[config.mk]
export PLATFORM = sky130hd
export DESIGN_NAME = lsf_fifo
export DESIGN_NICKNAME = d
export VERILOG_FILES = /design/src/hw/rtl/lsf_pkg.sv /design/src/hw/rtl/lsf_fifo.sv
export SDC_FILE = /design/constraint.sdc
export NUM_CORES = 1
export LEC_CHECK = 0
export ABC_AREA = 1
export BUFFER_PORTS_ARGS = -buffer_cell sky130_fd_sc_hd__buf_2
export CAP_MARGIN = 5
export CORE_MARGIN = 2
export CORE_UTILIZATION = 53
export CTS_BUF_LIST = sky130_fd_sc_hd__clkbuf_8
export DETAILED_ROUTE_END_ITERATION = 10
export PLACE_DENSITY_LB_ADDON = 0.08
export SLEW_MARGIN = 15
export SYNTH_ARGS = -nofsm -noshare
export SYNTH_HDL_FRONTEND = slang
export SYNTH_SLANG_ARGS = --single-unit
[constraint.sdc]
create_clock -name clk -period 4.3 [get_ports clk]
set_clock_uncertainty 0.2 [all_clocks]
set_input_delay 0.215 -clock clk [delete_from_list [all_inputs] [get_ports clk]]
set_output_delay 0.215 -clock clk [all_outputs]
set_load 0.02 [all_outputs]
[src/hw/rtl/lsf_pkg.sv]
// Shared constants, codes and types of the five-point Laplacian filter.
// Used by the channel interfaces and by every lsf_* module; depends on nothing.
package lsf_pkg;

  // Frame geometry and sample format
  localparam int MAX_WIDTH   = 1024;
  localparam int MAX_HEIGHT  = 1024;
  localparam int SAMPLE_BITS = 16;

  localparam int COL_W = $clog2(MAX_WIDTH);
  localparam int ROW_W = $clog2(MAX_HEIGHT);
  localparam int DIM_W = 11;

  // Arithmetic: second differences, Q4.20 coefficients, products and sum
  localparam int COEF_W    = 24;
  localparam int FRAC_BITS = 20;
  localparam int DIFF_W    = SAMPLE_BITS + 2;
  localparam int PROD_W    = DIFF_W + COEF_W + 1;
  localparam int SUM_W     = PROD_W + 1;
  localparam int QUO_W     = SUM_W - FRAC_BITS;
  localparam int OUT_W     = 32;

  // Configuration port
  localparam int CFG_DATA_W = 32;
  localparam int CFG_ADDR_W = 4;

  // Queue between front and back
  localparam int FIFO_DEPTH = 4;
  localparam int FIFO_PTR_W = $clog2(FIFO_DEPTH);
  localparam int FIFO_CNT_W = FIFO_PTR_W + 1;

  // Input command codes
  localparam logic CMD_SAMPLE = 1'b0;
  localparam logic CMD_DRAIN  = 1'b1;

  // Register indexes
  localparam logic [1:0] REG_FRAME_WIDTH  = 2'd0;
  localparam logic [1:0] REG_FRAME_HEIGHT = 2'd1;
  localparam logic [1:0] REG_COEF_Z       = 2'd2;
  localparam logic [1:0] REG_COEF_X       = 2'd3;

  // Reset values
  localparam logic [DIM_W-1:0]  WIDTH_RST  = DIM_W'(MAX_WIDTH);
  localparam logic [DIM_W-1:0]  HEIGHT_RST = DIM_W'(MAX_HEIGHT);
  localparam logic [COEF_W-1:0] COEF_RST   = COEF_W'(1) << FRAC_BITS;

  typedef struct packed {
    logic [DIM_W-1:0]  frame_width;
    logic [DIM_W-1:0]  frame_height;
    logic [COEF_W-1:0] coef_z;
    logic [COEF_W-1:0] coef_x;
  } cfg_t;

  // One result request: both second differences (zero at the border) and the
  // end-of-frame mark
  typedef struct packed {
    logic signed [DIFF_W-1:0] dv;
    logic signed [DIFF_W-1:0] dh;
    logic                     eof;
  } op_t;

  typedef struct packed {
    logic valid;
    op_t  op;
  } op_beat_t;

endpackage

[src/hw/rtl/lsf_fifo.sv]
// Short request queue between front and back so that each side stalls on its
// own. Depends on lsf_pkg.
module lsf_fifo (
  input  logic                             clk,
  input  logic                             rst_n,
  input  lsf_pkg::op_beat_t                push,
  input  logic                             pop,
  output lsf_pkg::op_beat_t                head,
  output logic [lsf_pkg::FIFO_CNT_W-1:0]   count
);

  lsf_pkg::op_t                   entry_r [lsf_pkg::FIFO_DEPTH];
  logic [lsf_pkg::FIFO_PTR_W-1:0] wr_ptr_r, rd_ptr_r;
  logic [lsf_pkg::FIFO_CNT_W-1:0] count_r;

  // Store on push
  always_ff @(posedge clk) begin
    if (push.valid) begin
      entry_r[wr_ptr_r] <= push.op;
    end
  end

  // Advance pointers and count
  always_ff @(posedge clk) begin
    if (!rst_n) begin
      wr_ptr_r <= '0;
      rd_ptr_r <= '0;
      count_r  <= '0;
    end else begin
      if (push.valid) begin
        wr_ptr_r <= wr_ptr_r + 1'b1;
      end
      if (pop) begin
        rd_ptr_r <= rd_ptr_r + 1'b1;
      end
      if (push.valid && !pop) begin
        count_r <= count_r + 1'b1;
      end else if (!push.valid && pop) begin
        count_r <= count_r - 1'b1;
      end
    end
  end

  assign head.valid = count_r != '0;
  assign head.op    = entry_r[rd_ptr_r];
  assign count      = count_r;

`ifndef SYNTHESIS
  a_no_overflow: assert property (@(posedge clk) disable iff (!rst_n)
    push.valid |-> (count_r < lsf_pkg::FIFO_CNT_W'(lsf_pkg::FIFO_DEPTH)) || pop)
    else $error("request queue overflow");
`endif

endmodule

; After elaboration in Yosys (flattened, before gate mapping)
; Memories as Yosys holds them, arrays and structs flattened. A register that Yosys moved wholly into a read port is not among the register bits.
; Cells that the tools add are included.
[word_totals]
register_bits = 7
mem_bits_rw = 148
in_bits = 41
output_inout_bits = 41
word_cells = 20
memories = 1
[memory_table]
columns = name, words, width, read_ports, rd_clocked_by_memory_dff, write_ports, line
row1 = entry_r, 4, 37, 1, 1, 1, lsf_fifo.sv:12  ; lsf_pkg::op_t entry_r [lsf_pkg::FIFO_DEPTH];
[op_classes]
add_sub_neg = 4
muxes = 6
reduce_logical = 6
[op_table]
columns = operator, count
row1 = 2-to-1 mux 3 bit, 2
row2 = "adder 2 x 1 -> 2 bit, second input constant", 2
row3 = 2-to-1 mux 2 bit, 2
row4 = "adder 3 x 1 -> 3 bit, second input constant", 1
row5 = nonzero test 3 bit, 1
row6 = "subtractor 3 x 1 -> 3 bit, second input constant", 1
row7 = logical AND 1 bit, 2
row8 = logical NOT 1 bit, 2
row9 = 2-to-1 mux 1 bit, 2
row10 = nonzero test 2 bit, 1

; Depth between registers and ports, before layout
[logic_depth]
depth_word = 4
ltp_mapped = 10
ltp_nobuf = 10

; Worst setup path after synthesis
; Ideal clock, no wire load.
[synth_path]
kind = register to register
start = register wr_ptr_r[0] in the netlist's numbering
end = memory entry_r[2][0] in the netlist's numbering (enable)
setup_ns = 0.392
arrival_time_ns = 1.318
required_time_ns = 3.708
setup_slack_ns = 2.391
stages_incl_launch_ff = 5
n_path_buf = 0
period_less_slack_ns = 1.909
cell_sequence = dfxtp_1 inv_1 ha_1 nand2_1 inv_1
[synth_rtl]
columns = item, line
row1 = from (decl), lsf_fifo.sv:13  ; logic [lsf_pkg::FIFO_PTR_W-1:0] wr_ptr_r, rd_ptr_r;
row2 = from (signal assigned), lsf_fifo.sv:31  ; wr_ptr_r <= wr_ptr_r + 1'b1;
row3 = to (decl), lsf_fifo.sv:12
; Straight into the memory's write port.

==> flow_summary.json <==
{
  "clk_pin_slew_worst_paths_ns": 0.08,
  "worst_ep_arrival_time_ns": 2.34,
  "reg2regPathDepth": 4,
  "tightest_slew_ns": 0.957,
  "grt_pass1_vias": 3531,
  "row_count": 38,
  "clkPwrFrac_pct": 30.9,
  "initial_core_util_pct": 54.4,
  "ys_ff_latch": 157,
  "worstHoldStart": "rd_ptr_r[1]",
  "max-cap-violations": 0,
  "synth_area_per_cell_um2": 14.3,
  "drt_first_iter_violations": 167,
  "synth_top_cells_by_area": "edfxtp_1, nor2_1, o21ai_0, o22ai_1, dfxtp_1",
  "syn_area_um2": 5930,
  "cts_buffer_depth": 2,
  "grtUsageTotal_pct": 19.9,
  "fill_cells": 824,
  "yosys.area.top_type_share_pct": 75.0,
  "min_period_ns": 2.76,
  "setup_viol": 0,
  "tns_ns": 0,
  "p_per_area_nw_per_um2": 432,
  "hp-class": "reg -> reg",
  "status": "finished clean",
  "diodes": 0,
  "regArea_um2": 4630,
  "fin_crit_sh_pct": 64.1,
  "critical_path.max_fanout": 57,
  "multiInputGateArea_um2": 1080,
  "yosys.area.top_type": "edfxtp_1",
  "cp-end-kind": "output pin",
  "pwr-share-seq_pct": 57.1,
  "yosysSeqAreaShare_pct": 78.0,
  "clock_sinks": 157,
  "swShare_pct": 25.0,
  "cp-start-kind": "register",
  "worst-r2r-setup-slack_ns": 2.34,
  "pin_count": 82,
  "vias_per_cell": 5.21,
  "clock_latency_ns": 0.42,
  "coreArea_um2": 10900,
  "p_int_uw": 2310,
  "final_common_cell": "edfxtp_1",
  "hold_viol_final": 0,
  "ctsResizeCount": 0,
  "cts-root-buf": "clkbuf_8",
  "timing.slew.headroom_pct": 36.1,
  "switching_power_uw": 772,
  "cts_setup_buffers": 0,
  "place_hpwl_um": 5990,
  "gr-total-overflow": 0,
  "grt_pass1_wl_um": 17400,
  "synthCells": 416,
  "layout_common_cells": "edfxtp_1, buf_2, nor2_1, o21ai_0, dlygate4sd3_1",
  "grt_start_max_net_pins": 75,
  "path_class": "reg -> out",
  "drt-total-wl_um": 11200,
  "irDropWorstVdd_mv": 0.228,
  "min_delay_path_depth": 1,
  "power.total_uw": 3080,
  "route.vias.total": 3595,
  "syn-num-nets": 463,
  "die-area_um2": 12000,
  "die_h_um": 110,
  "wl_per_cell_um": 16.2,
  "drive_above_1_share_pct": 21.3,
  "area_delta_synth_final_pct": 20.2,
  "io_buffers": 81,
  "die_w_um": 110,
  "crit_required_ns": 3.88,
  "r2r_end": "entry_r[0][7]",
  "finalNetCount": 584,
  "p_comb_share_pct": 12.0,
  "antenna_found_initial": 0,
  "route.antenna.remaining_nets": 0,
  "p_leak_uw": 0.00258,
  "drc": 0,
  "cts_buffers": 17,
  "rsz0062_at_grt": "false",
  "worstReg2RegStart": "wr_ptr_r[0]",
  "cts_tree": "built",
  "synth_cell_type_count": 19,
  "fmax_ghz": 0.363,
  "final_max_slew_viol_count": 0,
  "yosysWarnings": 0,
  "place_congestion": 0.705,
  "cts_max_level": 4,
  "drt_pre_antenna_iters": 4
}
metrics by stage:
| step | instances | worst slack (ns) | utilization [%] | instance area (um^2) | hold slack, ns |
|---|---|---|---|---|---|
| 6_report | 690 | 1.54 | 65.5 | 7130 | 0.248 |
| 5_1_grt | 690 | 1.38 | 65.5 | 7130 | 0.280 |
| 4_1_cts | 690 | 1.51 | 65.5 | 7130 | 0.252 |
| 3_3_place_gp | 618 | 2.02 | 58.6 | 6380 | 0.229 |
| 3_5_place_dp | 618 | 1.99 | 58.6 | 6380 | 0.230 |
| 2_1_floorplan | 416 | 2.39 | - | 5930 | 0.114 |
worst max path at each step:
stage	start	end	slack [ns]	depth (start not counted)
after floorplan	wr_ptr_r[0]	entry_r[2][0]	2.39	4
after global placement	register	head[35]	2.02	5
after detailed placement	register	head[35]	1.99	5
after CTS	register	head[35]	1.51	5
after global routing	register	head[35]	1.38	5
final	register	head[35]	1.54	5
area by class of cell:
type,instances,share of cell area [%]
Clock buffer,17,3.28
Clock inverter,15,1.54
Inverter,17,0.895
Multi-Input combinational cell,219,15.2
Sequential cell,157,64.9
Tap cell,140,2.46
Timing Repair Buffer,125,11.7
routing by layer:
metal | global-route usage, % | routed length (um) | vias up
met5 | 0 | 0 | -
met1 | 25.3 | 4940 | 1723
met4 | 6.60 | 87 | 0
met3 | 6.16 | 526 | 8
li1 | - | - | 1784
met2 | 32.8 | 5650 | 80
power by group through the flow:
stage | registers (uW) | logic, uW | clock network, uW
3_5_place_dp | 1800 | 345 | 0
2_1_floorplan | 1800 | 221 | 0
6_report | 1760 | 369 | 952
5_1_grt | 1770 | 406 | 1050
3_3_place_gp | 1790 | 339 | 0
4_1_cts | 1760 | 374 | 976
registers in the layout (all words and copies together) (netlist names), named ones only:
name and count:
entry_r 148, count 3, rd_ptr_r 2, wr_ptr_r 2
synth_stat cells:
cell type / n
a21oi_1: 4
buf_2: 4
buf_4: 1
buf_6: 8
clkbuf_1: 9
clkbuf_2: 1
dfxtp_1: 9
edfxtp_1: 148
fa_1: 1
ha_1: 5
inv_1: 16
inv_2: 1
nand2_1: 10
nand3_1: 1
nand4_1: 1
nor2_1: 80
o21ai_0: 52
o21ai_1: 28
o22ai_1: 37
kinds of logic (layout without fill, tap and decap cells):
kind of cell             after synthesis  in the layout  share of synthesized area [%]
AO/OA/AOI/OAI                        121            121                           11.0
adder cells (fa/ha/maj)                6              6                           1.39
buffers and inverters                 40            174                           3.71
AND/OR/NAND/NOR                       92             92                           5.89
flip-flops                           157            157                           78.0
critical path, cell delays in order (launching register included):
cell and delay (ns):
dfxtp_2 0.33, inv_2 0.67, buf_4 0.37, o21ai_0 0.10, o22ai_1 0.22, buf_2 0.21
timing repair:
item / CTS / global route
hold buffers: 40 / 0
setup endpoints to repair: 0 / 0
endpoints found under the hold margin: 157 / 0
(Power assumes the default switching activity.)
