File: src/hw/rtl/lsf_pkg.sv
// Shared constants, codes and types of the five-point Laplacian filter.
// Used by the channel interfaces and by every lsf_* module; depends on nothing.
package lsf_pkg;

  // Frame geometry and sample format
  localparam int MAX_WIDTH   = 1024;
  localparam int MAX_HEIGHT  = 1024;
  localparam int SAMPLE_BITS = 16;

  localparam int COL_W = $clog2(MAX_WIDTH);
  localparam int ROW_W = $clog2(MAX_HEIGHT);
  localparam int DIM_W = 11;

  // Arithmetic: second differences, Q4.20 coefficients, products and sum
  localparam int COEF_W    = 24;
  localparam int FRAC_BITS = 20;
  localparam int DIFF_W    = SAMPLE_BITS + 2;
  localparam int PROD_W    = DIFF_W + COEF_W + 1;
  localparam int SUM_W     = PROD_W + 1;
  localparam int QUO_W     = SUM_W - FRAC_BITS;
  localparam int OUT_W     = 32;

  // Configuration port
  localparam int CFG_DATA_W = 32;
  localparam int CFG_ADDR_W = 4;

  // Queue between front and back
  localparam int FIFO_DEPTH = 4;
  localparam int FIFO_PTR_W = $clog2(FIFO_DEPTH);
  localparam int FIFO_CNT_W = FIFO_PTR_W + 1;

  // Input command codes
  localparam logic CMD_SAMPLE = 1'b0;
  localparam logic CMD_DRAIN  = 1'b1;

  // Register indexes
  localparam logic [1:0] REG_FRAME_WIDTH  = 2'd0;
  localparam logic [1:0] REG_FRAME_HEIGHT = 2'd1;
  localparam logic [1:0] REG_COEF_Z       = 2'd2;
  localparam logic [1:0] REG_COEF_X       = 2'd3;

  // Reset values
  localparam logic [DIM_W-1:0]  WIDTH_RST  = DIM_W'(MAX_WIDTH);
  localparam logic [DIM_W-1:0]  HEIGHT_RST = DIM_W'(MAX_HEIGHT);
  localparam logic [COEF_W-1:0] COEF_RST   = COEF_W'(1) << FRAC_BITS;

  typedef struct packed {
    logic [DIM_W-1:0]  frame_width;
    logic [DIM_W-1:0]  frame_height;
    logic [COEF_W-1:0] coef_z;
    logic [COEF_W-1:0] coef_x;
  } cfg_t;

  // One result request: both second differences (zero at the border) and the
  // end-of-frame mark
  typedef struct packed {
    logic signed [DIFF_W-1:0] dv;
    logic signed [DIFF_W-1:0] dh;
    logic                     eof;
  } op_t;

  typedef struct packed {
    logic valid;
    op_t  op;
  } op_beat_t;

endpackage

File: src/hw/rtl/lsf_regs.sv
// Configuration registers behind the APB-style port: frame geometry and
// the two Q4.20 coefficients. Depends on lsf_pkg.
module lsf_regs (
  input  logic                             clk,
  input  logic                             rst_n,
  input  logic                             psel,
  input  logic                             penable,
  input  logic                             pwrite,
  input  logic [lsf_pkg::CFG_ADDR_W-1:0]   paddr,
  input  logic [lsf_pkg::CFG_DATA_W-1:0]   pwdata,
  output logic [lsf_pkg::CFG_DATA_W-1:0]   prdata,
  output logic                             pready,
  output lsf_pkg::cfg_t                    cfg
);

  lsf_pkg::cfg_t                  cfg_r;
  logic                           wr_en;
  logic [1:0]                     reg_idx;
  logic [lsf_pkg::DIM_W-1:0]      dim_raw;
  logic [lsf_pkg::DIM_W-1:0]      width_clamped;
  logic [lsf_pkg::DIM_W-1:0]      height_clamped;

  assign pready  = 1'b1;
  assign wr_en   = psel && penable && pwrite && pready;
  assign reg_idx = paddr[3:2];
  assign dim_raw = pwdata[lsf_pkg::DIM_W-1:0];

  // Saturate geometry to the supported range
  always_comb begin
    width_clamped = dim_raw;
    if (dim_raw < lsf_pkg::DIM_W'(3)) begin
      width_clamped = lsf_pkg::DIM_W'(3);
    end else if (dim_raw > lsf_pkg::WIDTH_RST) begin
      width_clamped = lsf_pkg::WIDTH_RST;
    end
    height_clamped = dim_raw;
    if (dim_raw < lsf_pkg::DIM_W'(3)) begin
      height_clamped = lsf_pkg::DIM_W'(3);
    end else if (dim_raw > lsf_pkg::HEIGHT_RST) begin
      height_clamped = lsf_pkg::HEIGHT_RST;
    end
  end

  // Write on the access phase
  always_ff @(posedge clk) begin
    if (!rst_n) begin
      cfg_r.frame_width  <= lsf_pkg::WIDTH_RST;
      cfg_r.frame_height <= lsf_pkg::HEIGHT_RST;
      cfg_r.coef_z       <= lsf_pkg::COEF_RST;
      cfg_r.coef_x       <= lsf_pkg::COEF_RST;
    end else if (wr_en) begin
      case (reg_idx)
        lsf_pkg::REG_FRAME_WIDTH:  cfg_r.frame_width  <= width_clamped;
        lsf_pkg::REG_FRAME_HEIGHT: cfg_r.frame_height <= height_clamped;
        lsf_pkg::REG_COEF_Z:       cfg_r.coef_z <= pwdata[lsf_pkg::COEF_W-1:0];
        lsf_pkg::REG_COEF_X:       cfg_r.coef_x <= pwdata[lsf_pkg::COEF_W-1:0];
        default: begin
        end
      endcase
    end
  end

  // Read back
  always_comb begin
    case (reg_idx)
      lsf_pkg::REG_FRAME_WIDTH:  prdata = lsf_pkg::CFG_DATA_W'(cfg_r.frame_width);
      lsf_pkg::REG_FRAME_HEIGHT: prdata = lsf_pkg::CFG_DATA_W'(cfg_r.frame_height);
      lsf_pkg::REG_COEF_Z:       prdata = lsf_pkg::CFG_DATA_W'(cfg_r.coef_z);
      lsf_pkg::REG_COEF_X:       prdata = lsf_pkg::CFG_DATA_W'(cfg_r.coef_x);
      default:                   prdata = '0;
    endcase
  end

  assign cfg = cfg_r;

endmodule

File: config.mk
export PLATFORM = sky130hd
export DESIGN_NAME = lsf_regs
export DESIGN_NICKNAME = d
export VERILOG_FILES = /design/src/hw/rtl/lsf_pkg.sv /design/src/hw/rtl/lsf_regs.sv
export SDC_FILE = /design/constraint.sdc
export NUM_CORES = 1
export LEC_CHECK = 0
export BUFFER_PORTS_ARGS = -buffer_cell sky130_fd_sc_hd__buf_2
export CORE_MARGIN = 2
export CORE_UTILIZATION = 40
export DETAILED_ROUTE_END_ITERATION = 10
export GPL_ROUTABILITY_DRIVEN = 0
export GPL_TIMING_DRIVEN = 1
export PLACE_DENSITY = 0.69
export SYNTH_ARGS = -nofsm -noshare
export SYNTH_HDL_FRONTEND = slang
export SYNTH_SLANG_ARGS = --single-unit
export TNS_END_PERCENT = 5
File: constraint.sdc
create_clock -name clk -period 1.1 [get_ports clk]
set_input_delay 0.055 -clock clk [delete_from_list [all_inputs] [get_ports clk]]
set_output_delay 0.055 -clock clk [all_outputs]
set_load 0.02 [all_outputs]
Word-level counts from Yosys, hierarchy flattened. Index checks and enable logic that the tools add are counted.

Register bits: 70. Bits of input ports: 41. Output and inout bits: 103.

$lt $le $gt $ge: 2. Equality and inequality tests: 3. Muxes and demuxes: 3. Reduce and logical (&&, ||, !) cells: 7.

Operators by type and width (number): one-hot mux 32 bit (4 select lines) (1); 2-to-1 mux 11 bit (2); > comparator 11 bit (second input constant) (1); less-than comparator 11 x 2 -> 1 bit (second input constant) (1); AND reduction 2 bit (4); equality test 2 bit (second input constant) (2); equality test 2 x 1 -> 1 bit (second input constant) (1); logical AND 1 bit (2); zero test 2 bit (1).

Longest topological paths before layout.
Depth after elaboration: 3. Depth in mapped cells: 5.

Least setup slack after synthesis. No wires, ideal clock.

Path type: register to output. Start point: register cfg_r, in the netlist cfg[0]. End point: output port prdata[0] (netlist name). Arrival time: 919 ps. Data required time: 1045 ps. Path slack: 126 ps. Stages on the path, launching flop included: 2. Buffers on the path: 0. Cell sequence: dfxtp_1 -> mux4_2.

Word-level cells in the longest chain between the ends: 1.

Ends and longest elaborated chain: from (decl) (RTL line lsf_regs.sv:16) `lsf_pkg::cfg_t cfg_r;`; one-hot mux 32 bit (4 select lines) (RTL line lsf_regs.sv:65) `case (reg_idx)`; to (decl) (RTL line lsf_regs.sv:11) `output logic [lsf_pkg::CFG_DATA_W-1:0] prdata,`.

Every way passes these cells. The select of a mux whose other input is x is not followed.

Worst setup path in the final report.
Start point: register cfg_r, in the netlist cfg[8]. End point: output port prdata[8] (netlist name).

The elaborated chain is that of the path after synthesis.

==> results <==
- Of the cells placed in the final design, the portion with a size suffix greater than 1 is 0.4673.
- The sequential share of power is 0.520.
- The core region is slightly above 0.008 mm^2.
- Setup repair after global routing could not meet its margin everywhere.
- Across all setup checks in the final design, the least slack found is -269.0 ps.
- The number of enable flip-flop cells after synthesis is 0.
- The final route contains between 2000 and 3000 vias.
- The checks that failed: setup timing.
- The total power of the final layout is 4.968 mW.
- In this run the power density over the cells is 1067 mW/mm^2.
- Counting flops with an async set or reset pin after synthesis yields a share of 0.
- The mapped netlist covers 0.003304 mm^2.
- The share of the Yosys chip area taken by registers is 0.4241.
- Entering global routing, the biggest net connects 49 pins.
- The total routing resource utilization after global routing is 0.1966.
- The number of flip-flops in the largest register is 70.
- The startpoint kind of the worst setup timing path is a flip-flop.
- The switching fraction of total power is 0.2686.
- By area the synthesized netlist is led by sky130_fd_sc_hd__dfxtp_1 42%, sky130_fd_sc_hd__mux2i_1 23%, sky130_fd_sc_hd__nand2_1 9.9%, sky130_fd_sc_hd__mux4_2 7.5%, sky130_fd_sc_hd__buf_4 2.7%.
- The path category of the worst min-delay check is in2reg.
- The sequential cells in the finished layout cover a total of 0.001449 mm^2.
- TritonCTS built the clock tree.
- The part of the total power dissipated in the clock network is 0.356.
- The count of routing violations after the opening detailed-route iteration is 85.
- The width of the chip is 94.89 um.
- In this run the static leakage power is 2.312 nW.
- STA puts the critical path data required time at 1040 ps.
- The synthesis-to-finish area growth is 40.93%.
- The final critical path time including I/O delays and setup is 1369 ps.
- The number of inserted diodes is 0.
- The number of nets in the layout is 527.
- The largest buffer count on any clock path is 2.
- At the later pin of the worst-skew pair, clock insertion delay measures roughly 330 ps.
- The final count of hold timing violations came to 0.
- The die is 94.89 um tall.
- The flow ran to the end, but the final reports show violations.
- The maximum clock frequency is 730.5 MHz.
- The total grt overflow is 0.
- The number of slew-limit violations in the final report is 0.
- Data on the critical path arrives at its endpoint at roughly 1300 ps.
- By count the netlist is led by 87 x sky130_fd_sc_hd__nand2_1, 75 x sky130_fd_sc_hd__mux2i_1, 70 x sky130_fd_sc_hd__dfxtp_1.
- Dividing the detail-routed via count by the number of cells gives ~5.
- The slack of the worst reg-to-reg path is 330 ps.
- In the final routed layout, each cell accounts on average for around 15 um.
- The kind of end point of the critical path is an output port.
- The number of clock buffers added by TritonCTS is 9.
- The area of the die is around 0.009 mm^2.
- The cell-internal power is 3.633 mW.
- The starting density of the core is 0.4083.
- The clock transition time at the flip-flop clock pins of the worst setup and hold paths is ~70 ps.
- The most frequently used cell type in the post-synthesis netlist is sky130_fd_sc_hd__nand2_1.
- In this run the remaining antenna-violating nets after routing total 0.
- sky130_fd_sc_hd__dfxtp_1 takes more of the synthesized area than any other cell.
- The via count of the first global-routing pass is approximately 2800.
- The critical path is of the reg2out type.
- The count of buffers added on input and output ports is 124.
- In this run, synthesis produced a sequential element count of 70.
- The mean post-synth cell area is 10.07 um^2.
- Setup violations remaining at the end of the flow were counted as 11.
- The worst clock skew is 0 ps.
- IR analysis of the VDD net gives a maximum drop of just over 0.6 mV.
- The count of unresolved DRC violations after routing is 0.
- Adding up every negative setup slack in the final design gives -2800 ps.
- The count of H-tree levels built during CTS is 3.
- The buffer type at the clock tree root is sky130_fd_sc_hd__clkbuf_8.
- The portion of the clock cycle consumed by the worst path in the final layout is 1.245.
- The wire length of the first global-routing pass is roughly 14000 um.
- In the synthesized netlist, the number of instances is between 300 and 400.
- The floorplan has 33 rows.
- The count of distinct cell types in the synthesized netlist is 31.
- The count of fill cells added during filler insertion is about 710.
- For this design the top-level I/O count stands at 144.
- The count of TritonRoute iterations in the first routing pass is 4.
- The post-detailed-placement half-perimeter wirelength is 6440 um.
- The Yosys step of the flow raised 0 warnings.
- The highest fanout seen on the critical path is 3.
- The wire length reported by the detailed router is 8988 um.
- The area share of the largest cell type after synthesis is 0.4241.
- The share of total power in combinational logic is 0.123.
- Across the run, the number of max-cap violations was 0.
- The most used flip-flop cell after synthesis is sky130_fd_sc_hd__dfxtp_1.
- The net switching component of the power is 1.334 mW.
- The number of antenna violations at the first check in global routing was 0.
- Summing all multi-input logic gate instances after layout gives 0.001690 mm^2.
- The TritonCTS sink count is 70.
-- cell type report --
type,instances,area share
multi-input cells,229,0.3630
flip-flops and latches,70,0.3111
repair buffers,173,0.2603
well taps,105,0.02821
clock buffers,9,0.02660
clock inverters,6,0.008329
inverters,3,0.002418
-- routing by layer --
layer,up-vias,wire [um],global-route usage
met2,102,4483,0.3197
li1,1428,-,-
met3,14,486,0.03671
met5,-,0,0
met1,1421,3832,0.2537
met4,0,187,0.08816
-- per-stage QoR --
step	instance area [um^2]	setup WS [ps]	utilization	instances	hold WS, ps
after global routing	4657	-302.9	0.5754	595	21.91
after CTS	4572	-290.6	0.5649	593	4.162
final	4657	-269.0	0.5754	595	5.608
after detailed placement	4185	-25.35	0.5172	560	338.2
after global placement	4185	-8.165	0.5172	560	322.8
after floorplan	3331	125.7	-	335	216.5
-- critical path, stage by stage (launching register included) --
cell,delay (ps)
sky130_fd_sc_hd__dfxtp_2,330
sky130_fd_sc_hd__mux4_2,490
sky130_fd_sc_hd__buf_6,150
-- timing repair --
item	CTS	global route
cloned	0	0
hold endpoints to repair	30	0
endpoints found under the setup margin	16	24
setup buffers	2	2
gates resized for setup	24	39
hold buffers	16	0
-- worst paths after layout --
| kind | start | endpoint | cells after the start |
|---|---|---|---|
| setup / recovery | cfg[8] | prdata[8] | 2 |
| hold / removal | pwdata[20] | cfg[20] | 3 |
| setup reg to reg | cfg[49] | cfg[49] | 2 |
| hold reg to reg | cfg[46] | cfg[46] | 2 |
-- kinds of logic after synthesis --
kind of cell    after synthesis  share of synthesized area
other cells                   2                   0.002273
mux                          86                     0.3022
flops                        70                     0.4241
compound gates               12                    0.03105
buf+inv                      36                    0.07383
simple gates                122                     0.1666
-- layout by cell type (no fill, tap or decap), drive strengths merged, types with 2 or more instances in the layout --
cell,netlist,final
mux4,11,11
nand2b,2,2
dlygate4sd3,0,16
nand3,3,3
clkinv,0,3
inv,3,4
conb,2,9
o2bb2ai,2,2
nor3,2,2
o21bai,2,2
o21ai,2,2
a32o,2,2
dfxtp,70,70
buf,24,157
clkinvlp,0,2
nand3b,8,8
nand4,2,2
nor2,14,14
nand2,87,87
mux2i,75,75
or4,2,2
clkbuf,9,9
-- power groups by stage --
stage / logic, mW / registers [mW] / clock network (mW)
floorplan: 0.329 / 2.68 / 0
global placement: 0.541 / 2.64 / 0
detailed placement: 0.552 / 2.64 / 0
CTS: 0.604 / 2.58 / 1.81
global route: 0.655 / 2.59 / 1.93
finish: 0.612 / 2.59 / 1.77
No activity file was read; power rests on OpenSTA's default activity.
