==> config.mk <==
export PLATFORM = sky130hd
export DESIGN_NAME = lsf_back_flat
export DESIGN_NICKNAME = d
export VERILOG_FILES = /design/src/hw/rtl/lsf_pkg.sv /design/src/hw/rtl/lsf_if.sv /design/src/hw/rtl/lsf_back.sv /design/src/flat_wrapper.sv
export SDC_FILE = /design/constraint.sdc
export NUM_CORES = 2
export LEC_CHECK = 0
export BUFFER_PORTS_ARGS = -buffer_cell sky130_fd_sc_hd__buf_4
export CAP_MARGIN = 20
export CORE_ASPECT_RATIO = 1.1
export CORE_MARGIN = 2
export CORE_UTILIZATION = 25
export CTS_CLUSTER_SIZE = 40
export DETAILED_ROUTE_END_ITERATION = 16
export HOLD_SLACK_MARGIN = 0.06
export SYNTH_ARGS = -nofsm -noshare
export SYNTH_HDL_FRONTEND = slang
export SYNTH_SLANG_ARGS = --single-unit
==> constraint.sdc <==
create_clock -name clk -period 8.6 [get_ports clk]
set_clock_uncertainty 0.2 [all_clocks]
set_input_delay 0.86 -clock clk [delete_from_list [all_inputs] [get_ports clk]]
set_output_delay 0.86 -clock clk [all_outputs]
set_load 0.005 [all_outputs]
==> src/hw/rtl/lsf_pkg.sv <==
// Shared constants, codes and types of the five-point Laplacian filter.
// Used by the channel interfaces and by every lsf_* module; depends on nothing.
package lsf_pkg;

  // Frame geometry and sample format
  localparam int MAX_WIDTH   = 1024;
  localparam int MAX_HEIGHT  = 1024;
  localparam int SAMPLE_BITS = 16;

  localparam int COL_W = $clog2(MAX_WIDTH);
  localparam int ROW_W = $clog2(MAX_HEIGHT);
  localparam int DIM_W = 11;

  // Arithmetic: second differences, Q4.20 coefficients, products and sum
  localparam int COEF_W    = 24;
  localparam int FRAC_BITS = 20;
  localparam int DIFF_W    = SAMPLE_BITS + 2;
  localparam int PROD_W    = DIFF_W + COEF_W + 1;
  localparam int SUM_W     = PROD_W + 1;
  localparam int QUO_W     = SUM_W - FRAC_BITS;
  localparam int OUT_W     = 32;

  // Configuration port
  localparam int CFG_DATA_W = 32;
  localparam int CFG_ADDR_W = 4;

  // Queue between front and back
  localparam int FIFO_DEPTH = 4;
  localparam int FIFO_PTR_W = $clog2(FIFO_DEPTH);
  localparam int FIFO_CNT_W = FIFO_PTR_W + 1;

  // Input command codes
  localparam logic CMD_SAMPLE = 1'b0;
  localparam logic CMD_DRAIN  = 1'b1;

  // Register indexes
  localparam logic [1:0] REG_FRAME_WIDTH  = 2'd0;
  localparam logic [1:0] REG_FRAME_HEIGHT = 2'd1;
  localparam logic [1:0] REG_COEF_Z       = 2'd2;
  localparam logic [1:0] REG_COEF_X       = 2'd3;

  // Reset values
  localparam logic [DIM_W-1:0]  WIDTH_RST  = DIM_W'(MAX_WIDTH);
  localparam logic [DIM_W-1:0]  HEIGHT_RST = DIM_W'(MAX_HEIGHT);
  localparam logic [COEF_W-1:0] COEF_RST   = COEF_W'(1) << FRAC_BITS;

  typedef struct packed {
    logic [DIM_W-1:0]  frame_width;
    logic [DIM_W-1:0]  frame_height;
    logic [COEF_W-1:0] coef_z;
    logic [COEF_W-1:0] coef_x;
  } cfg_t;

  // One result request: both second differences (zero at the border) and the
  // end-of-frame mark
  typedef struct packed {
    logic signed [DIFF_W-1:0] dv;
    logic signed [DIFF_W-1:0] dh;
    logic                     eof;
  } op_t;

  typedef struct packed {
    logic valid;
    op_t  op;
  } op_beat_t;

endpackage

==> src/hw/rtl/lsf_if.sv <==


interface lsf_out_if;
  logic                              valid;
  logic                              ready;
  logic signed [lsf_pkg::OUT_W-1:0]  laplacian;
  logic                              end_of_frame;

  modport source (output valid, output laplacian, output end_of_frame, input ready);
  modport sink   (input valid, input laplacian, input end_of_frame, output ready);
endinterface

==> src/hw/rtl/lsf_back.sv <==
// Back end: weights both second differences by their coefficients, sums,
// rounds and drives the result register. Depends on lsf_pkg and lsf_out_if.
module lsf_back (
  input  logic                clk,
  input  logic                rst_n,
  input  lsf_pkg::op_beat_t   head,
  output logic                pop,
  input  lsf_pkg::cfg_t       cfg,
  lsf_out_if.source           out_chan
);

  localparam int PW = lsf_pkg::PROD_W;
  localparam int SW = lsf_pkg::SUM_W;
  localparam int QW = lsf_pkg::QUO_W;
  localparam int OW = lsf_pkg::OUT_W;
  localparam int FB = lsf_pkg::FRAC_BITS;

  logic                 adv;
  logic                 m_valid_r;
  logic                 m_eof_r;
  logic signed [PW-1:0] pz_r, px_r, pz_nxt, px_nxt;
  logic        [SW-1:0] sum_rnd;
  logic        [QW-1:0] quo;
  logic                 out_valid_r;
  logic signed [OW-1:0] out_lap_r;
  logic                 out_eof_r;

  // Advance the whole pipe unless the result register is held
  assign adv = !out_valid_r || out_chan.ready;
  assign pop = adv && head.valid;

  // Products
  assign pz_nxt = $signed(head.op.dv) * $signed({1'b0, cfg.coef_z});
  assign px_nxt = $signed(head.op.dh) * $signed({1'b0, cfg.coef_x});

  // Sum with half bias, then drop the fraction (floor)
  assign sum_rnd = {pz_r[PW-1], pz_r} + {px_r[PW-1], px_r} +
                   {{(SW-FB){1'b0}}, 1'b1, {(FB-1){1'b0}}};
  assign quo     = sum_rnd[SW-1:FB];

  always_ff @(posedge clk) begin
    if (!rst_n) begin
      m_valid_r   <= 1'b0;
      out_valid_r <= 1'b0;
    end else if (adv) begin
      m_valid_r   <= head.valid;
      out_valid_r <= m_valid_r;
    end
  end

  always_ff @(posedge clk) begin
    if (pop) begin
      pz_r    <= pz_nxt;
      px_r    <= px_nxt;
      m_eof_r <= head.op.eof;
    end
  end

  // The rounded sum always fits the result, so widen by sign
  always_ff @(posedge clk) begin
    if (adv && m_valid_r) begin
      out_lap_r <= {{(OW-QW){quo[QW-1]}}, quo};
      out_eof_r <= m_eof_r;
    end
  end

  assign out_chan.valid        = out_valid_r;
  assign out_chan.laplacian    = out_lap_r;
  assign out_chan.end_of_frame = out_eof_r;

`ifndef SYNTHESIS
  a_eof_is_zero: assert property (@(posedge clk) disable iff (!rst_n)
    out_valid_r && out_eof_r |-> out_lap_r == '0)
    else $error("end-of-frame result is not a border zero");
`endif

endmodule

==> src/flat_wrapper.sv <==
// flat-port wrapper written by rule: the top's interface ports become plain ports
module lsf_back_flat 
  (clk, rst_n, head, pop, cfg, out_chan_valid, out_chan_laplacian, out_chan_end_of_frame, out_chan_ready);
  lsf_out_if out_chan_i ();
  input  logic clk;
  input  logic rst_n;
  input  lsf_pkg::op_beat_t head;
  output logic pop;
  input  lsf_pkg::cfg_t cfg;
  output wire logic [$bits(out_chan_i.valid)-1:0] out_chan_valid;
  output wire logic [$bits(out_chan_i.laplacian)-1:0] out_chan_laplacian;
  output wire logic [$bits(out_chan_i.end_of_frame)-1:0] out_chan_end_of_frame;
  input wire logic [$bits(out_chan_i.ready)-1:0] out_chan_ready;
  assign out_chan_valid = out_chan_i.valid;
  assign out_chan_laplacian = out_chan_i.laplacian;
  assign out_chan_end_of_frame = out_chan_i.end_of_frame;
  assign out_chan_i.ready = out_chan_ready;
  lsf_back u_core (.clk(clk), .rst_n(rst_n), .head(head), .pop(pop), .cfg(cfg), .out_chan(out_chan_i));
endmodule
Word level (Yosys, flattened, before mapping):

Cells that the tools add are included.

* flip-flop bits (word level): 114
* output and inout bits: 35

* reduce and logical (&&, ||, !) cells: 4
* multipliers: 2
* $add $sub $neg: 2

Operators with widths (count)
* $mul A18 B25 Y43: 2
* $add A43 B43 Y44: 1
* $add A44 B20 Y44 const B: 1
* $logic_and A1 B1 Y1: 2
* $logic_not A1 Y1: 1
* $logic_or A1 B1 Y1: 1

Depth between registers and ports, before layout:

* word-level depth: 3
* gate-level depth with buffers: 26

Worst setup path before layout:

OpenSTA, ideal clock, no wires.

* kind: input-to-reg
* from: input port cfg[11] (netlist name)
* to: register u_core.px_r[40], data pin
* slack: 1.460 ns
* arrival time: 6.681 ns
* setup time: 0.259 ns
* buffers on the path: 2
* stages on the path: 24
* path through: clkbuf_1 clkbuf_1 nand2_1 fa_1 inv_1 fa_1 inv_1 fa_1 inv_1 fa_1 fa_1 inv_1 fa_1 inv_1 ha_1 and3_1 and3_1 nand2_1 or4_4 a21o_2 o21ai_2 a311o_2 a31oi_1 xnor2_1

* word-level cells in the longest chain between the ends: 1

Ends and longest elaborated chain
* start: declaration: RTL line flat_wrapper.sv:9 `input lsf_pkg::cfg_t cfg;`
* $mul A18 B25 Y43: RTL line lsf_back.sv:34 `assign px_nxt = $signed(head.op.dh) * $signed({1'b0, cfg.coef_x});`
* named net u_core.px_nxt[40]: RTL line lsf_back.sv:21 `logic signed [PW-1:0] pz_r, px_r, pz_nxt, px_nxt;`
* end signal: assignment: RTL line lsf_back.sv:54 `px_r <= px_nxt;`
* end: declaration: RTL line lsf_back.sv:21

The timed path passes the listed nets, and every way through them passes these cells.
A chain may end at the register's enable or synchronous reset.

Worst setup path after layout:

* from: input port head[18] (netlist name)
* to: register u_core.px_r[40], data pin

* word-level cells in the longest chain between the ends: 1

Ends and longest elaborated chain
* start: declaration: RTL line flat_wrapper.sv:7 `input lsf_pkg::op_beat_t head;`
* $mul A18 B25 Y43: RTL line lsf_back.sv:34
* named net u_core.px_nxt[40]: RTL line lsf_back.sv:21

The timed path passes the listed nets, and every way through them passes these cells.

==> results.txt <==
Outcome = complete, no violations
Worst slack, placed = 0.879 ns
CTS root buf = clkbuf_16
Worst Path Required = 8.57 ns
Final setup fails = 0
Synthesized cell area = 34,000 sq um
H-tree depth = 4
Clock transition at path regs = 0.06 ns
Largest net degree at the start of global routing = 66
Nets = 4,867
CP Max Fanout = 16
Worst Path Arrival = 7.23 ns
Row count = 142
Synthesized area per cell = 9.23 sq um
Longest Clk Path Bufs = 2
Hold Crit Depth = 0
Period minus WS final = 7.26 ns
Async S/R FF share, synth = 0
Type of origin of the critical path = primary input
Synthesized-area fraction occupied by adder cells = 0.551
Initial antenna violation count = 3
Leading area contributor after synthesis = fa_1
Post-synthesis sequential area ratio = 0.100
Placed cell area = 36,600 sq um
Synth Area in Compound Gates = 0.0565
Commonest cells post-synth = inv_1 (894), fa_1 (704), nand2_1 (517), ha_1 (373), and2_1 (342)
Die Y-Extent = 391 microns
CP Capture Type = flip-flop
DR DRC count = 0
Final instance area = 37,300 sq um
Core area = 136,000 sq um
Critical path depth in cells = 21
Port Buf Inserts = 123
Top-count cell post-synth = inv_1
Total die area = 139,000 sq um
Top cell by count, worst path = fa_1
Ant. Diodes = 0
Crit path kind = primary input to flip-flop
Largest family of logic cells by synthesized area = adder cells
Number of slew-limit violations in the final report = 0
CP max stage delay = 0.58 ns
Top cells by area, synth = fa_1 (41%), ha_1 (14%), edfxtp_1 (9.9%), inv_1 (9.9%), and2_1 (6.3%)
I/O pins = 146
Post-synth EDFFs = 112
Worst-Margin Slew = 0.824 ns
CP cell instances = buf_4 > inv_1 > nor2_1 > fa_1 > fa_1 > fa_1 > fa_1 > fa_1 > inv_1 > fa_1 > inv_1 > ha_1 > and3_1 > and3_1 > nand2_1 > or4_4 > a21o_2 > o21ai_2 > a311o_2 > a31oi_1 > xnor2_1
Crit path max-delay family = adder cells
Post-DRT Antenna Nets = 0
Mapped Cells = 3,689
Proportion of layout cells with a drive suffix above 1 = 0.0488
Post-DP HPWL = 67,300 microns
Worst Hold Class = flip-flop to flip-flop
Final worst slack = 1.34 ns
Max-cap viol count = 0
Syn_nets = 4,877
Setup TNS = 0 ns
Postcts setup bufs = 0
Clk_lat worst skew = 0.42 ns
R2r worst-path depth = 12
Fill count = 14,500
GP Congestion = 0.852
CTS buffer count = 17
Synth Register Bits = 114
CTS tree = done
RSZ-0062 raised after global routing = no
Top cell type's share of synthesized area = 0.414
Area of the multi-input gates = 26,700 sq um
Xor and xnor area share after synthesis = 0.0239
Vias per cell = 4.43
Area delta synth->final = 9.43%
Register area = 3400 sq um
Drt first-iter violations = 1,013
Tcrit/Tclk final = 0.844
GRT Total Usage = 0.128
Final Util = 0.274
CTS Sinks = 114
Post-Synth Simple-Gate Area = 0.152
Final hold vios = 0
Hold_buf cts = 0
Routed length per instance = 15.6 microns
Maximum clock frequency = 138 MHz
WL final = 85,900 microns
Mux contribution to synthesized area = 0
Vias = 24,300
Drt pass-1 iters = 5
Count of cell types in the netlist = 70
Buf/Inv on CP = 4
Gr ovfl total = 0
CTS resizes = 0
Die X = 356 microns
Vias in the first global route = 26,900
Synth warn = 0
Slowest-stage cell, CP = inv_1
Worst relative slew slack = 0.450
Post-synth top flop = edfxtp_1
Global-route wire length before repair = 141,000 microns
Starting Density = 0.251
state kept, by name, indices dropped and copies added (netlist names):
name,cells
u_core.out_chan.valid,1
u_core.out_chan.end_of_frame,1
u_core.out_chan.laplacian,24
u_core.m_eof_r,1
u_core.pz_r,43
u_core.px_r,43
u_core.m_valid_r,1
area by class of cell:
cell class	count	share of cell area
timing repair buffer	126	0.0254
sequential	114	0.0913
tap	1800	0.0605
clock buffer	19	0.0116
multi-input combinational	2525	0.716
inverter	895	0.0902
clock inverter	13	0.00510
per-stage QoR:
stage | hold WS, ns | cells
6_report | 0.225 | 5492
3_5_place_dp | 0.212 | 5460
4_1_cts | 0.226 | 5492
5_1_grt | 0.231 | 5492
2_1_floorplan | 0.200 | 3689
3_3_place_gp | 0.204 | 5460
routing by layer:
layer | share of wire | track usage | up-vias
met2 | 0.53 | 0.238 | 551
met5 | 0.00012 | 0 | -
met4 | 0.041 | 0.0476 | 2
met1 | 0.39 | 0.148 | 12600
met3 | 0.039 | 0.0149 | 166
li1 | - | - | 11000
final timing paths:
path	slack, ns	to	startpoint
max reg2reg	4.31	u_core.out_chan.laplacian[22]	u_core.px_r[17]
min reg2reg	0.22	u_core.out_chan.end_of_frame	u_core.m_eof_r
max	1.34	u_core.px_r[40]	head[18]
min	0.22	u_core.out_chan.end_of_frame	u_core.m_eof_r
cell usage in the layout, fill, tap and decap left out, drive strengths merged, types with 4 or more instances in the layout:
cell and count:
inv 894, fa 704, nand2 517, ha 373
and2 343, buf 126, edfxtp 112, a21oi 97
nor2 83, xnor2 63, a21o 61, o21ai 40
xor2 30, nand2b 24, nand3 23, clkbuf 19
and3 16, nor2b 16, nand4 15, nor3 14
o21a 12, o21bai 12, a31oi 11, a211oi 8
clkinv 8, o31ai 6, o211ai 5, bufinv 5
nor4 4, or3 4, or2 4
cell families after synthesis:
| logic type | after synthesis |
|---|---|
| xor gates and xnor gates | 93 |
| DFF | 114 |
| buffers and inverters | 1050 |
| and+or+nand+nor | 1070 |
| AOI/OAI and AO/OA | 285 |
| adders and majority gates | 1077 |
Power is not shown: default switching activity piles up to over one toggle a cycle in this logic, so the estimate is an artifact.
